===== src/rtl/sound_channel_allocator_core_defines.svh =====
// Assertion macros for the sound channel allocator core.
// Used by the top level; expects clk and rst_n in the enclosing scope.
`ifndef SOUND_CHANNEL_ALLOCATOR_CORE_DEFINES_SVH
`define SOUND_CHANNEL_ALLOCATOR_CORE_DEFINES_SVH

// Same-cycle implication, disabled during reset
`define SCA_ASSERT_SAME(label, ante, cons, msg) \
    label: assert property (@(posedge clk) disable iff (!rst_n) (ante) |-> (cons)) \
        else $error(msg);

// Next-cycle implication, disabled during reset
`define SCA_ASSERT_NEXT(label, ante, cons, msg) \
    label: assert property (@(posedge clk) disable iff (!rst_n) (ante) |=> (cons)) \
        else $error(msg);

`endif


===== src/rtl/sca_pkg.sv =====
// Shared constants, codes and controller/datapath interface types
// for the sound channel allocator. No dependencies.
package sca_pkg;

    // Sizing
    localparam int CHANNELS     = 3;
    localparam int SOUND_SLOTS  = 64;
    localparam int FIXED_SOUNDS = 14;
    localparam int TIME_BITS    = 32;

    localparam int CH_IW   = (CHANNELS > 1) ? $clog2(CHANNELS) : 1;
    localparam int SLOT_AW = $clog2(SOUND_SLOTS);
    localparam int COUNT_W = $clog2(SOUND_SLOTS + 1);

    // Field widths
    localparam int REQ_W    = 2;
    localparam int ID_W     = 10;
    localparam int AMP_W    = 8;
    localparam int PERS_W   = 16;
    localparam int PRIO_W   = 3;
    localparam int STATUS_W = 3;
    localparam int CHAN_W   = 2;
    localparam int SLOT_W   = 6;

    // Stream packing
    localparam int IN_DATA_W  = 40;
    localparam int IN_USER_W  = REQ_W;
    localparam int OUT_DATA_W = 16;
    localparam int OUT_USER_W = STATUS_W;

    localparam int ID_LSB   = 0;
    localparam int AMP_LSB  = ID_LSB + ID_W;
    localparam int PERS_LSB = AMP_LSB + AMP_W;
    localparam int PRIO_LSB = PERS_LSB + PERS_W;

    localparam logic [PRIO_W-1:0] VERY_LOW_PRIORITY = PRIO_W'(1);

    // Request kinds
    typedef enum logic [REQ_W-1:0] {
        REQ_TICK = 2'd0,
        REQ_PLAY = 2'd1,
        REQ_LOAD = 2'd2
    } req_type_t;

    // Result codes
    typedef enum logic [STATUS_W-1:0] {
        ST_TICK       = 3'd0,
        ST_PLAYED     = 3'd1,
        ST_SILENT     = 3'd2,
        ST_NO_CHANNEL = 3'd3,
        ST_NOT_LOADED = 3'd4,
        ST_LOADED     = 3'd5,
        ST_ALREADY    = 3'd6,
        ST_FULL       = 3'd7
    } status_t;

    // Controller states
    typedef enum logic [2:0] {
        S_IDLE,
        S_DECODE,
        S_OLDEST,
        S_PICKED,
        S_LOOKUP,
        S_SCAN,
        S_RESP
    } state_t;

    // Controller to datapath
    typedef struct packed {
        logic    capture;
        logic    tick;
        logic    pick_eval;
        logic    old_step;
        logic    scan_start;
        logic    commit;
        logic    append;
        logic    load_result;
        status_t res_status;
    } cmd_t;

    // Datapath to controller
    typedef struct packed {
        req_type_t req_type;
        logic      amp_zero;
        logic      pick_found;
        logic      old_last;
        logic      pick_valid;
        logic      scan_done;
        logic      scan_hit;
        logic      table_full;
        logic      out_stall;
    } stat_t;

endpackage


===== src/rtl/sca_ram.sv =====
// Generic single-port-write, single-port-read RAM with registered read.
// No dependencies.
module sca_ram #(
    parameter int WIDTH = 8,
    parameter int DEPTH = 16
) (
    input  logic                     clk,
    input  logic                     we,
    input  logic [$clog2(DEPTH)-1:0] waddr,
    input  logic [WIDTH-1:0]         wdata,
    input  logic [$clog2(DEPTH)-1:0] raddr,
    output logic [WIDTH-1:0]         rdata
);

    logic [WIDTH-1:0] mem_reg [DEPTH];
    logic [WIDTH-1:0] rdata_reg;

    // Write port and registered read port
    always_ff @(posedge clk)
    begin
        if (we)
        begin
            mem_reg[waddr] <= wdata;
        end
        rdata_reg <= mem_reg[raddr];
    end

    assign rdata = rdata_reg;

endmodule


===== src/rtl/sca_ctrl.sv =====
// Sequencing state machine of the sound channel allocator.
// Depends on sca_pkg; drives the datapath through cmd_t, watches stat_t.
module sca_ctrl (
    input  logic           clk,
    input  logic           rst_n,
    input  logic           in_valid,
    output logic           in_ready,
    input  sca_pkg::stat_t stat,
    output sca_pkg::cmd_t  cmd
);

    import sca_pkg::*;

    state_t  state_reg, state_next;
    status_t code_reg, code_next;

    // State and pending result code
    always_ff @(posedge clk or negedge rst_n)
    begin
        if (!rst_n)
        begin
            state_reg <= S_IDLE;
            code_reg  <= ST_TICK;
        end
        else
        begin
            state_reg <= state_next;
            code_reg  <= code_next;
        end
    end

    // Next state and commands
    always_comb
    begin
        state_next     = state_reg;
        code_next      = code_reg;
        cmd            = '0;
        cmd.res_status = code_reg;
        in_ready       = 1'b0;

        unique case (state_reg)
            S_IDLE:
            begin
                in_ready = 1'b1;
                if (in_valid)
                begin
                    cmd.capture = 1'b1;
                    state_next  = S_DECODE;
                end
            end

            S_DECODE:
            begin
                unique case (stat.req_type)
                    REQ_TICK:
                    begin
                        cmd.tick   = 1'b1;
                        code_next  = ST_TICK;
                        state_next = S_RESP;
                    end
                    REQ_PLAY:
                    begin
                        if (stat.amp_zero)
                        begin
                            code_next  = ST_SILENT;
                            state_next = S_RESP;
                        end
                        else
                        begin
                            cmd.pick_eval = 1'b1;
                            state_next    = stat.pick_found ? S_LOOKUP : S_OLDEST;
                        end
                    end
                    REQ_LOAD:
                    begin
                        state_next = S_LOOKUP;
                    end
                    default:
                    begin
                        // unused request kind: no state change
                        code_next  = ST_TICK;
                        state_next = S_RESP;
                    end
                endcase
            end

            S_OLDEST:
            begin
                cmd.old_step = 1'b1;
                if (stat.old_last)
                begin
                    state_next = S_PICKED;
                end
            end

            S_PICKED:
            begin
                if (stat.pick_valid)
                begin
                    state_next = S_LOOKUP;
                end
                else
                begin
                    code_next  = ST_NO_CHANNEL;
                    state_next = S_RESP;
                end
            end

            S_LOOKUP:
            begin
                cmd.scan_start = 1'b1;
                state_next     = S_SCAN;
            end

            S_SCAN:
            begin
                if (stat.scan_done)
                begin
                    state_next = S_RESP;
                    if (stat.req_type == REQ_PLAY)
                    begin
                        if (stat.scan_hit)
                        begin
                            cmd.commit = 1'b1;
                            code_next  = ST_PLAYED;
                        end
                        else
                        begin
                            code_next = ST_NOT_LOADED;
                        end
                    end
                    else if (stat.scan_hit)
                    begin
                        code_next = ST_ALREADY;
                    end
                    else if (stat.table_full)
                    begin
                        code_next = ST_FULL;
                    end
                    else
                    begin
                        cmd.append = 1'b1;
                        code_next  = ST_LOADED;
                    end
                end
            end

            S_RESP:
            begin
                if (!stat.out_stall)
                begin
                    cmd.load_result = 1'b1;
                    state_next      = S_IDLE;
                end
            end

            default:
            begin
                state_next = S_IDLE;
            end
        endcase
    end

endmodule


===== src/rtl/sca_datapath.sv =====
// Datapath of the sound channel allocator: request capture, channel state,
// channel pick, loaded-table scan and output register.
// Depends on sca_pkg and sca_ram.
module sca_datapath (
    input  logic                               clk,
    input  logic                               rst_n,
    input  logic [sca_pkg::IN_DATA_W-1:0]      in_data,
    input  logic [sca_pkg::IN_USER_W-1:0]      in_user,
    input  sca_pkg::cmd_t                      cmd,
    output sca_pkg::stat_t                     stat,
    output logic                               out_valid,
    input  logic                               out_ready,
    output logic [sca_pkg::OUT_DATA_W-1:0]     out_data,
    output logic [sca_pkg::OUT_USER_W-1:0]     out_user
);

    import sca_pkg::*;

    localparam logic [ID_W:0]    FIXED_ID    = (ID_W + 1)'(FIXED_SOUNDS);
    localparam logic [COUNT_W-1:0] COUNT_FULL = COUNT_W'(SOUND_SLOTS);
    localparam logic [COUNT_W-1:0] COUNT_INIT = COUNT_W'(FIXED_SOUNDS);

    // Captured request
    logic [REQ_W-1:0]  req_type_reg;
    logic [ID_W-1:0]   id_reg;
    logic [AMP_W-1:0]  amp_reg;
    logic [PERS_W-1:0] pers_reg;
    logic [PRIO_W-1:0] prio_reg;

    // Time and channel state
    logic [TIME_BITS-1:0] time_reg;
    logic [ID_W-1:0]      chan_sound_reg [CHANNELS];
    logic                 chan_busy_reg  [CHANNELS];
    logic [AMP_W-1:0]     chan_vol_reg   [CHANNELS];
    logic [PRIO_W-1:0]    chan_prio_reg  [CHANNELS];
    logic [TIME_BITS-1:0] chan_ru_reg    [CHANNELS];

    // Channel pick
    logic [CH_IW-1:0]     pick_idx_reg, pick_idx_next;
    logic                 pick_valid_reg, pick_valid_next;
    logic [CH_IW-1:0]     oc_reg, oc_next;
    logic [TIME_BITS-1:0] best_reg, best_next;
    logic                 first_found;
    logic [CH_IW-1:0]     first_idx;
    logic [TIME_BITS-1:0] past;

    // Table scan
    logic               scanning_reg, scanning_next;
    logic [COUNT_W-1:0] rd_addr_reg, rd_addr_next;
    logic               pend_valid_reg, pend_valid_next;
    logic [SLOT_AW-1:0] pend_slot_reg, pend_slot_next;
    logic               scan_done_reg, scan_done_next;
    logic               scan_hit_reg, scan_hit_next;
    logic [SLOT_AW-1:0] slot_reg, slot_next;
    logic [COUNT_W-1:0] count_reg;
    logic [ID_W-1:0]    ram_rdata;
    logic               issue;
    logic               match;

    // Output register
    logic                  out_valid_reg;
    logic [STATUS_W-1:0]   out_status_reg;
    logic [CHAN_W-1:0]     out_chan_reg;
    logic [SLOT_W-1:0]     out_slot_reg;
    logic [AMP_W-1:0]      out_vol_reg;
    logic                  res_played;
    logic                  res_has_slot;

    // Request capture
    always_ff @(posedge clk)
    begin
        if (cmd.capture)
        begin
            req_type_reg <= in_user;
            id_reg       <= in_data[ID_LSB +: ID_W];
            amp_reg      <= in_data[AMP_LSB +: AMP_W];
            pers_reg     <= in_data[PERS_LSB +: PERS_W];
            prio_reg     <= in_data[PRIO_LSB +: PRIO_W];
        end
    end

    // Time counter and channel state updates
    always_ff @(posedge clk or negedge rst_n)
    begin
        if (!rst_n)
        begin
            time_reg <= '0;
            for (int i = 0; i < CHANNELS; i++)
            begin
                chan_sound_reg[i] <= '0;
                chan_busy_reg[i]  <= 1'b0;
                chan_vol_reg[i]   <= '0;
                chan_prio_reg[i]  <= '0;
                chan_ru_reg[i]    <= '0;
            end
        end
        else
        begin
            if (cmd.tick)
            begin
                time_reg <= time_reg + TIME_BITS'(1);
            end
            for (int i = 0; i < CHANNELS; i++)
            begin
                if (cmd.commit && pick_idx_reg == CH_IW'(i))
                begin
                    chan_sound_reg[i] <= id_reg;
                    chan_busy_reg[i]  <= 1'b1;
                    chan_vol_reg[i]   <= amp_reg;
                    chan_prio_reg[i]  <= prio_reg;
                    chan_ru_reg[i]    <= time_reg + TIME_BITS'(pers_reg);
                end
            end
        end
    end

    // First three pick steps: same sound, quieter, lower priority
    always_comb
    begin
        logic           same_found, quiet_found, low_found;
        logic [CH_IW-1:0] same_idx, quiet_idx, low_idx;
        same_found  = 1'b0;
        quiet_found = 1'b0;
        low_found   = 1'b0;
        same_idx    = '0;
        quiet_idx   = '0;
        low_idx     = '0;
        for (int i = CHANNELS - 1; i >= 0; i--)
        begin
            if (chan_busy_reg[i] && chan_sound_reg[i] == id_reg && chan_vol_reg[i] <= amp_reg)
            begin
                same_found = 1'b1;
                same_idx   = CH_IW'(i);
            end
            if (chan_vol_reg[i] < amp_reg)
            begin
                quiet_found = 1'b1;
                quiet_idx   = CH_IW'(i);
            end
            if (chan_prio_reg[i] < prio_reg)
            begin
                low_found = 1'b1;
                low_idx   = CH_IW'(i);
            end
        end
        if (prio_reg > VERY_LOW_PRIORITY && same_found)
        begin
            first_found = 1'b1;
            first_idx   = same_idx;
        end
        else if (quiet_found)
        begin
            first_found = 1'b1;
            first_idx   = quiet_idx;
        end
        else
        begin
            first_found = low_found;
            first_idx   = low_idx;
        end
    end

    // Oldest step: one channel per cycle, signed distance past reservation
    assign past = time_reg - chan_ru_reg[oc_reg];

    always_comb
    begin
        pick_idx_next   = pick_idx_reg;
        pick_valid_next = pick_valid_reg;
        oc_next         = oc_reg;
        best_next       = best_reg;
        if (cmd.pick_eval)
        begin
            pick_idx_next   = first_idx;
            pick_valid_next = first_found;
            oc_next         = '0;
            best_next       = '0;
        end
        else if (cmd.old_step)
        begin
            if (!past[TIME_BITS-1] && past > best_reg)
            begin
                best_next       = past;
                pick_idx_next   = oc_reg;
                pick_valid_next = 1'b1;
            end
            oc_next = oc_reg + CH_IW'(1);
        end
    end

    always_ff @(posedge clk or negedge rst_n)
    begin
        if (!rst_n)
        begin
            pick_valid_reg <= 1'b0;
            pick_idx_reg   <= '0;
            oc_reg         <= '0;
        end
        else
        begin
            pick_valid_reg <= pick_valid_next;
            pick_idx_reg   <= pick_idx_next;
            oc_reg         <= oc_next;
        end
    end

    always_ff @(posedge clk)
    begin
        best_reg <= best_next;
    end

    // Loaded table: fixed ids live implicitly in the low slots, appended ids in RAM
    sca_ram #(
        .WIDTH (ID_W),
        .DEPTH (SOUND_SLOTS)
    ) u_table (
        .clk   (clk),
        .we    (cmd.append),
        .waddr (count_reg[SLOT_AW-1:0]),
        .wdata (id_reg),
        .raddr (rd_addr_reg[SLOT_AW-1:0]),
        .rdata (ram_rdata)
    );

    // Pipelined scan: issue one address per cycle, compare the read data in the next cycle
    assign issue = scanning_reg && (rd_addr_reg < count_reg);
    assign match = pend_valid_reg && (ram_rdata == id_reg);

    always_comb
    begin
        scanning_next   = scanning_reg;
        rd_addr_next    = rd_addr_reg;
        pend_valid_next = pend_valid_reg;
        pend_slot_next  = pend_slot_reg;
        scan_done_next  = scan_done_reg;
        scan_hit_next   = scan_hit_reg;
        slot_next       = slot_reg;
        if (cmd.scan_start)
        begin
            scan_done_next  = 1'b0;
            scan_hit_next   = 1'b0;
            pend_valid_next = 1'b0;
            if ({1'b0, id_reg} < FIXED_ID)
            begin
                scanning_next  = 1'b0;
                scan_done_next = 1'b1;
                scan_hit_next  = 1'b1;
                slot_next      = SLOT_AW'(id_reg);
            end
            else
            begin
                scanning_next = 1'b1;
                rd_addr_next  = COUNT_INIT;
            end
        end
        else if (scanning_reg)
        begin
            if (match)
            begin
                scanning_next   = 1'b0;
                pend_valid_next = 1'b0;
                scan_done_next  = 1'b1;
                scan_hit_next   = 1'b1;
                slot_next       = pend_slot_reg;
            end
            else if (!issue && !pend_valid_reg)
            begin
                scanning_next  = 1'b0;
                scan_done_next = 1'b1;
            end
            else
            begin
                pend_valid_next = issue;
                pend_slot_next  = rd_addr_reg[SLOT_AW-1:0];
                if (issue)
                begin
                    rd_addr_next = rd_addr_reg + COUNT_W'(1);
                end
            end
        end
        else if (cmd.append)
        begin
            slot_next = count_reg[SLOT_AW-1:0];
        end
    end

    always_ff @(posedge clk or negedge rst_n)
    begin
        if (!rst_n)
        begin
            scanning_reg   <= 1'b0;
            pend_valid_reg <= 1'b0;
            scan_done_reg  <= 1'b0;
            scan_hit_reg   <= 1'b0;
            count_reg      <= COUNT_INIT;
        end
        else
        begin
            scanning_reg   <= scanning_next;
            pend_valid_reg <= pend_valid_next;
            scan_done_reg  <= scan_done_next;
            scan_hit_reg   <= scan_hit_next;
            if (cmd.append)
            begin
                count_reg <= count_reg + COUNT_W'(1);
            end
        end
    end

    always_ff @(posedge clk)
    begin
        rd_addr_reg   <= rd_addr_next;
        pend_slot_reg <= pend_slot_next;
        slot_reg      <= slot_next;
    end

    // Output register: holds one result until its transfer completes
    assign res_played   = (cmd.res_status == ST_PLAYED);
    assign res_has_slot = res_played || (cmd.res_status == ST_LOADED)
                          || (cmd.res_status == ST_ALREADY);

    always_ff @(posedge clk or negedge rst_n)
    begin
        if (!rst_n)
        begin
            out_valid_reg <= 1'b0;
        end
        else if (cmd.load_result)
        begin
            out_valid_reg <= 1'b1;
        end
        else if (out_ready)
        begin
            out_valid_reg <= 1'b0;
        end
    end

    always_ff @(posedge clk)
    begin
        if (cmd.load_result)
        begin
            out_status_reg <= cmd.res_status;
            out_chan_reg   <= res_played ? CHAN_W'(pick_idx_reg) : '0;
            out_slot_reg   <= res_has_slot ? SLOT_W'(slot_reg) : '0;
            out_vol_reg    <= res_played ? amp_reg : '0;
        end
    end

    assign out_valid = out_valid_reg;
    assign out_user  = out_status_reg;
    assign out_data  = {out_vol_reg, out_slot_reg, out_chan_reg};

    // Status to controller
    assign stat.req_type   = req_type_t'(req_type_reg);
    assign stat.amp_zero   = (amp_reg == '0);
    assign stat.pick_found = first_found;
    assign stat.old_last   = (oc_reg == CH_IW'(CHANNELS - 1));
    assign stat.pick_valid = pick_valid_reg;
    assign stat.scan_done  = scan_done_reg;
    assign stat.scan_hit   = scan_hit_reg;
    assign stat.table_full = (count_reg == COUNT_FULL);
    assign stat.out_stall  = out_valid_reg && !out_ready;

endmodule


===== src/rtl/sound_channel_allocator_core.sv =====
// Per item: a tick, silent or ignored request goes from decode straight to the output register;
// a play adds the oldest-channel search over all channels when needed, then, if a channel
// was picked, a table lookup, as a load does: a fixed id resolves without the RAM, else appended
// slots are scanned on the RAM read port. Throughput: one item at a time, plus output stalls.
// Reset: asynchronous, clears time and channels and sets the loaded count back to the fixed ids;
// the RAM needs no clearing, fixed ids are implied by slot number and appended slots are read only below the count.
`include "sound_channel_allocator_core_defines.svh"

module sound_channel_allocator_core (
    input  logic                              clk,
    input  logic                              rst_n,
    input  logic                              s_tvalid,
    output logic                              s_tready,
    // [9:0] sound_code, [17:10] amplitude, [33:18] persistence, [36:34] priority_req
    input  logic [sca_pkg::IN_DATA_W-1:0]     s_tdata,
    // [1:0] req_type
    input  logic [sca_pkg::IN_USER_W-1:0]     s_tuser,
    output logic                              m_tvalid,
    input  logic                              m_tready,
    // [1:0] channel, [7:2] sound_slot, [15:8] volume
    output logic [sca_pkg::OUT_DATA_W-1:0]    m_tdata,
    // [2:0] status
    output logic [sca_pkg::OUT_USER_W-1:0]    m_tuser
);

    import sca_pkg::*;

    cmd_t  cmd;
    stat_t stat;

    // Sequencer
    sca_ctrl u_ctrl (
        .clk      (clk),
        .rst_n    (rst_n),
        .in_valid (s_tvalid),
        .in_ready (s_tready),
        .stat     (stat),
        .cmd      (cmd)
    );

    // Datapath
    sca_datapath u_datapath (
        .clk       (clk),
        .rst_n     (rst_n),
        .in_data   (s_tdata),
        .in_user   (s_tuser),
        .cmd       (cmd),
        .stat      (stat),
        .out_valid (m_tvalid),
        .out_ready (m_tready),
        .out_data  (m_tdata),
        .out_user  (m_tuser)
    );

    // Checks
    `SCA_ASSERT_NEXT(a_one_in_flight, s_tvalid && s_tready, !s_tready, "item accepted while busy")
    `SCA_ASSERT_SAME(a_result_no_overwrite, cmd.load_result, !(m_tvalid && !m_tready), "result overwritten")
    `SCA_ASSERT_SAME(a_commit_checked, cmd.commit, stat.pick_valid && stat.scan_hit, "bad commit")

endmodule


===== config.mk =====
export PLATFORM = sky130hd
export DESIGN_NAME = sound_channel_allocator_core
export DESIGN_NICKNAME = d
export VERILOG_FILES = /design/src/rtl/sca_pkg.sv /design/src/rtl/sca_ram.sv /design/src/rtl/sca_ctrl.sv /design/src/rtl/sca_datapath.sv /design/src/rtl/sound_channel_allocator_core.sv
export VERILOG_INCLUDE_DIRS = /design/src /design/src/rtl
export SDC_FILE = /design/constraint.sdc
export NUM_CORES = 1
export LEC_CHECK = 0
export CAP_MARGIN = 20
export CORE_MARGIN = 8
export CORE_UTILIZATION = 65
export CTS_CLUSTER_DIAMETER = 150
export DETAILED_ROUTE_END_ITERATION = 7
export DONT_BUFFER_PORTS = 1
export GPL_TIMING_DRIVEN = 1
export HOLD_SLACK_MARGIN = 0.03
export PLACE_DENSITY = 0.82
export SLEW_MARGIN = 15
export SYNTH_ARGS = -nofsm -noshare
export SYNTH_HDL_FRONTEND = slang
export SYNTH_SLANG_ARGS = --single-unit

===== constraint.sdc =====
create_clock -name clk -period 8.6 [get_ports clk]
set_input_delay 0.43 -clock clk [delete_from_list [all_inputs] [get_ports clk]]
set_output_delay 0.43 -clock clk [all_outputs]
set_load 0.02 [all_outputs]

# After elaboration in Yosys (flattened, before gate mapping)
# Memories as Yosys holds them, arrays and structs flattened. A register that Yosys moved wholly into a read port is not among the register bits.
# Cells that the tools add are included.
totals:
  reg_bits: 326
  ramBits: 640
  output_inout_bits: 21
  word_cells: 242
  memories: 1
mem_list:
  columns: ["name", "depth", "width", "read_ports", "rd_ports_with_merged_regs", "wr", "line_no", "rtl"]
  rows:
  - ["u_datapath.u_table.mem_reg", 64, 10, 1, 1, 1, "sca_ram.sv:15", "logic [WIDTH-1:0] mem_reg [DEPTH];"]
classes:
  add_sub_neg: 6
  order_cmp: 14
  eq_ne: 32
  n_mux: 101
  n_bitwise: 4
  n_reduce_logical: 44
ops:
  columns: ["op", "count"]
  rows:
  - ["32-bit binary-select mux with 2-bit select", 1]
  - ["32-bit two-way mux", 2]
  - ["1-bit two-way mux", 50]
  - ["2-bit two-way mux", 22]
  - ["7-bit two-way mux", 6]
  - ["10-bit == test", 4]
  - ["3-bit two-way mux", 11]
  - ["32-bit by 1-bit adder with 32-bit output, second input constant", 1]
  - ["32-bit by 16-bit adder with 32-bit output", 1]
  - ["32-bit greater-than comparator", 1]
  - ["32-bit subtractor", 1]
  - ["6-bit two-way mux", 5]
  - ["8-bit <= comparator", 3]
  - ["8-bit < comparator", 3]
  - ["3-bit one-hot mux with 7 select lines", 1]
  - ["2-bit != test, second input constant", 8]
  - ["3-bit == test, second input constant", 5]
  - ["1-bit logical AND", 15]
  - ["7-bit by 1-bit adder with 7-bit output, second input constant", 2]
  - ["3-bit one-hot mux with 2 select lines", 2]
  - ["2-bit nonzero test", 6]
  - ["10-bit by 4-bit < comparator with 1-bit output, second input constant", 1]
  - ["2-bit AND reduction", 5]
  - ["5-bit AND reduction", 2]
  - ["24 further kinds", 43]

# Depth between registers and ports, before layout
depth:
  ltp_word: 12
  depth_mapped: 28
  ltp_nobuf: 24

# By module
# A second synthesis with hierarchy kept.
hier_totals:
  hier_cells: 2910
  hier_area_um2: 42901.1
modules_own_cells:
  columns: ["module", "n_inst", "cells_each", "area_per_inst_um2", "seq_area_each_um2"]
  rows:
  - ["sca_ram", 1, 1118, 25102.8, 19418.6]
  - ["sca_datapath", 1, 1724, 17229.0, 8236.6]
  - ["sca_ctrl", 1, 68, 569.3, 150.1]

# Worst setup path after synthesis
# Ideal clock, no wire load.
synth_path:
  path_type: "reg2reg"
  from: "register u_datapath.oc_reg[1]"
  to: "register u_datapath.best_reg[16]"
  arrival_time_ns: 5.320
  required_time_ns: 8.477
  path_slack_ns: 3.157
  path_stages_with_launch: 24
  period_less_slack_ns: 5.443
  path_cell_list: "dfrtp_1 clkbuf_1 buf_1 mux2i_1 nor2_1 a21oi_1 ha_1 a21o_1 a211oi_1 o21a_1 a211oi_2 o311ai_1 a21boi_1 o311a_1 ha_1 a21oi_1 o21ai_1 a2111oi_0 a21oi_1 or3_1 nand3b_1 mux2i_1 buf_4 mux2_1"
synth_between:
  elab_chain_cells: 8
  word_cells_on_any_way: 9
  classes_between: "1 x add/sub; 1 x order compare; 3 x mux; 1 x bitwise; 3 x reduce/logical"
synth_rtl:
  columns: ["element", "line_no", "rtl"]
  rows:
  - ["from (decl)", "sca_datapath.sv:41", "logic [CH_IW-1:0] oc_reg, oc_next;"]
  - ["from (signal assigned)", "sca_datapath.sv:203", "oc_reg <= oc_next;"]
  - ["2-bit NOT with 3-bit output (implied by the code)", "sca_datapath.sv:164", "assign past = time_reg - chan_ru_reg[oc_reg];"]
  - ["32-bit binary-select mux with 2-bit select", "sca_datapath.sv:164", null]
  - ["32-bit two-way mux (implied by the code) (2 in series)", "sca_datapath.sv:164", null]
  - ["32-bit subtractor", "sca_datapath.sv:164", null]
  - ["net u_datapath.past[29]", "sca_datapath.sv:45", "logic [TIME_BITS-1:0] past;"]
  - ["32-bit greater-than comparator", "sca_datapath.sv:181", "if (!past[TIME_BITS-1] && past > best_reg)"]
  - ["1-bit logical AND", "sca_datapath.sv:181", null]
  - ["2-bit AND reduction (no source line)", null, null]
  - ["to (signal assigned)", "sca_datapath.sv:209", "best_reg <= best_next;"]
  - ["to (decl)", "sca_datapath.sv:42", "logic [TIME_BITS-1:0] best_reg, best_next;"]
# The timed path passes the listed nets, and every way through them passes these cells. The select of a mux whose other input is x is not followed.
# A chain may end at the register's enable or synchronous reset.

# Worst setup path in the final report
layout_path:
  from: "register u_datapath.oc_reg[0]"
  to: "register u_datapath.best_reg[29]"
# The elaborated chain is that of the path after synthesis.

==> results.cfg <==
[setup_path]
cp.required_ns = 9.14
cp-start-kind = flop
crit_family = simple AND/OR/NAND/NOR gates
end_kind = flop
path_cells = buf_4, inv_1, nor2_2, buf_4, a21oi_1, ha_1, a21oi_1, nor2_1, a211oi_1, nand3b_1, o21a_1, o31ai_2, mux2i_1, or2_1, ha_1, nand4_1, nor4b_1, a21oi_1, a21oi_1, or3_1, nand3b_1, mux2i_4, buf_4, mux2_2
setup.worst_path.class = flop to flop
crit_fanout = 35
arrival_ns = 7.26
cpPeakStageDelay_ns = 0.52
ff2ff_setup_slack_ns = 1.88
r2r_end = u_datapath.best_reg[29]$_SDFFE_PP0P_
crit_start = u_datapath.oc_reg[0]$_DFFE_PN0P_
critical_path.most_common_cell = a21oi_1
r2r_cells = 24
critical_path_depth = 24
rr_startpoint = u_datapath.oc_reg[0]$_DFFE_PN0P_
crit_buf_inv = 4
crit_end = u_datapath.best_reg[29]$_SDFFE_PP0P_
crit_slowest_cell = nor2_2

[yosys]
synth_area_per_cell_sq_um = 15.3
ys_seq_elements = 976
synth_flop_cell = edfxtp_1
synth.distinct_cells = 72
synth_warnings = 0
async_flop_share = 0.222
synthCells = 2764
syn_area_sq_um = 42300
synth_edf_count = 717
syn_nets = 2936
ys_seq_area_frac = 0.657

[detailed_routing]
first_iter_violations = 3106
postRouteAntennaNets = 0
drc = 0
vias_per_cell = 6.59
avgRoutedWirePerCell_microns = 27.4
vias = 24700
totalWireLength_microns = 103000
drtPass1Iterations = 8

[clocking]
clock-root-buffer = clkbuf_16
cts_buffers = 96
cts_sinks = 976
htree_levels = 3
insertion_delay_ns = 0.68
cts_setup_buffers = 0
path_clk_slew_ns = 0.06
cts_tree = built
clock_path_buffers = 3
cts_resized = 0

[die]
die_w_microns = 271
start_util = 0.657
dieHeight_microns = 271
row_count = 93
coreArea_sq_um = 64300
dieArea_sq_um = 73500
ios = 67

[place]
dpl.hpwl_microns = 59300
io_buffers = 0
place_area_sq_um = 43100
place.gp.congestion = 0.878
dp_cells = 3520

[global_route]
grt_pass1_wl_microns = 157000
grt_pass1_vias = 25700
gr-total-overflow = 0
track_usage = 0.279
antenna_found_initial = 3
grt_max_degree = 218

[sta]
tns_ns = 0
layout_worst_path_cycle_share = 0.781
fin_crit_ns = 6.72
hold_ws_ns = 0.132
worst_slew_pin_slew_ns = 1.14
rsz0062_at_grt = no
fmax_mhz = 149
finalHoldViolations = 0
relSlewSlack = 0.238
setup_viol = 0
slew_violations = 0
skew_ns = 0.0325

[pwr]
p_per_area_nw_per_um2 = 318
ir_worst_vdd_uv = 282
p_leak_nw = 17.3

[finish]
utilization = 0.729
fin_area_sq_um = 46900
drive_gt1_frac = 0.161
largest_reg_flops = 640
layout_commonest_cell = edfxtp_1
antennaDiodeCount = 0
finalNetCount = 2980
syn2layout_area_growth_pct = 11.0
final_cell_mix = 717 x edfxtp_1, 251 x nand2_1, 213 x dfrtp_1
final_cells = 3745
fillers = 3619

[hold_path]
hp-class = primary input to flop
hold_path_depth = 4

[run_status]
status = completed

[run]
max_cap_violations = 0
[worst min path at each step]
stage,start,to
floorplan,rst_n,u_ctrl.code_reg[0]$_DFFE_PN0P_
global placement,rst_n,u_datapath.chan_vol_reg[14]$_DFFE_PN0P_
detailed placement,rst_n,u_datapath.chan_vol_reg[12]$_DFFE_PN0P_
CTS,s_tvalid,u_ctrl.state_reg[0]$_DFFE_PN0P_
global route,s_tvalid,u_ctrl.state_reg[0]$_DFFE_PN0P_
finish,s_tvalid,u_ctrl.state_reg[0]$_DFFE_PN0P_
[cell families (layout without fill, tap and decap cells)]
family                     Yosys count  count (layout)  synth area share
AOI/OAI and AO/OA                  369             369            0.0525
muxes                              313             313             0.138
DFF                                976             976             0.657
and+or+nand+nor                    631             631            0.0667
buffers and inverters              212             338            0.0194
xor gates and xnor gates           137             137            0.0284
adders and majority gates          126             126            0.0376
[report_power, final]
group	internal, mW	switching (mW)
registers	5.51	0.271
clock network	2.48	1.85
logic	2.05	2.78
total	10.0	4.90
[tightest hold or removal path, delay by kind of cell]
family,cells,cell delay [ns]
compound gates,2,0.20
simple gates,2,0.12
[cells in the mapped netlist (27+ instances only)]
| library cell | n | area share |
|---|---|---|
| dfxtp_1 | 42 | 0.020 |
| o21ai_0 | 115 | 0.014 |
| nand3_1 | 53 | 0.0063 |
| xnor2_1 | 88 | 0.018 |
| inv_1 | 81 | 0.0072 |
| edfxtp_1 | 717 | 0.51 |
| a21o_1 | 34 | 0.0060 |
| nor2_1 | 176 | 0.016 |
| xor2_1 | 49 | 0.010 |
| nand2_1 | 252 | 0.022 |
| mux2i_1 | 46 | 0.011 |
| nand4_1 | 27 | 0.0040 |
| clkbuf_1 | 94 | 0.0083 |
| a21oi_1 | 98 | 0.012 |
| mux2_2 | 51 | 0.014 |
| dfrtp_1 | 214 | 0.13 |
| mux4_2 | 210 | 0.11 |
| ha_1 | 124 | 0.037 |
[repair_timing]
action	CTS	global route
endpoints found under the hold margin	257	0
endpoints found under the setup margin	0	0
hold buffers	42	0
[layer usage]
layer,wire (microns),global-route usage,vias to the layer above
met3,8690,0.0616,304
met5,27,0,-
met4,4960,0.115,4
met2,51600,0.469,1325
li1,-,-,10600
met1,37400,0.352,12500
[through the flow]
step / setup slack [ns] / total power, mW
3_3_place_gp: 2.17 / 10.2
3_5_place_dp: 1.99 / 10.5
6_report: 1.88 / 14.9
4_1_cts: 1.91 / 14.9
5_1_grt: 1.35 / 15.5
2_1_floorplan: 3.16 / 9.15
[cell type report]
type / count / area [sq um] / share of cell area
clock inverter: 57 / 646 / 0.0138
timing repair buffer: 75 / 778 / 0.0166
inverter: 83 / 312 / 0.00664
tap: 855 / 1070 / 0.0228
clock buffer: 123 / 2630 / 0.0559
sequential: 976 / 27800 / 0.593
multi-input combinational: 1576 / 13700 / 0.292
Power figures use the tool's default switching activity.
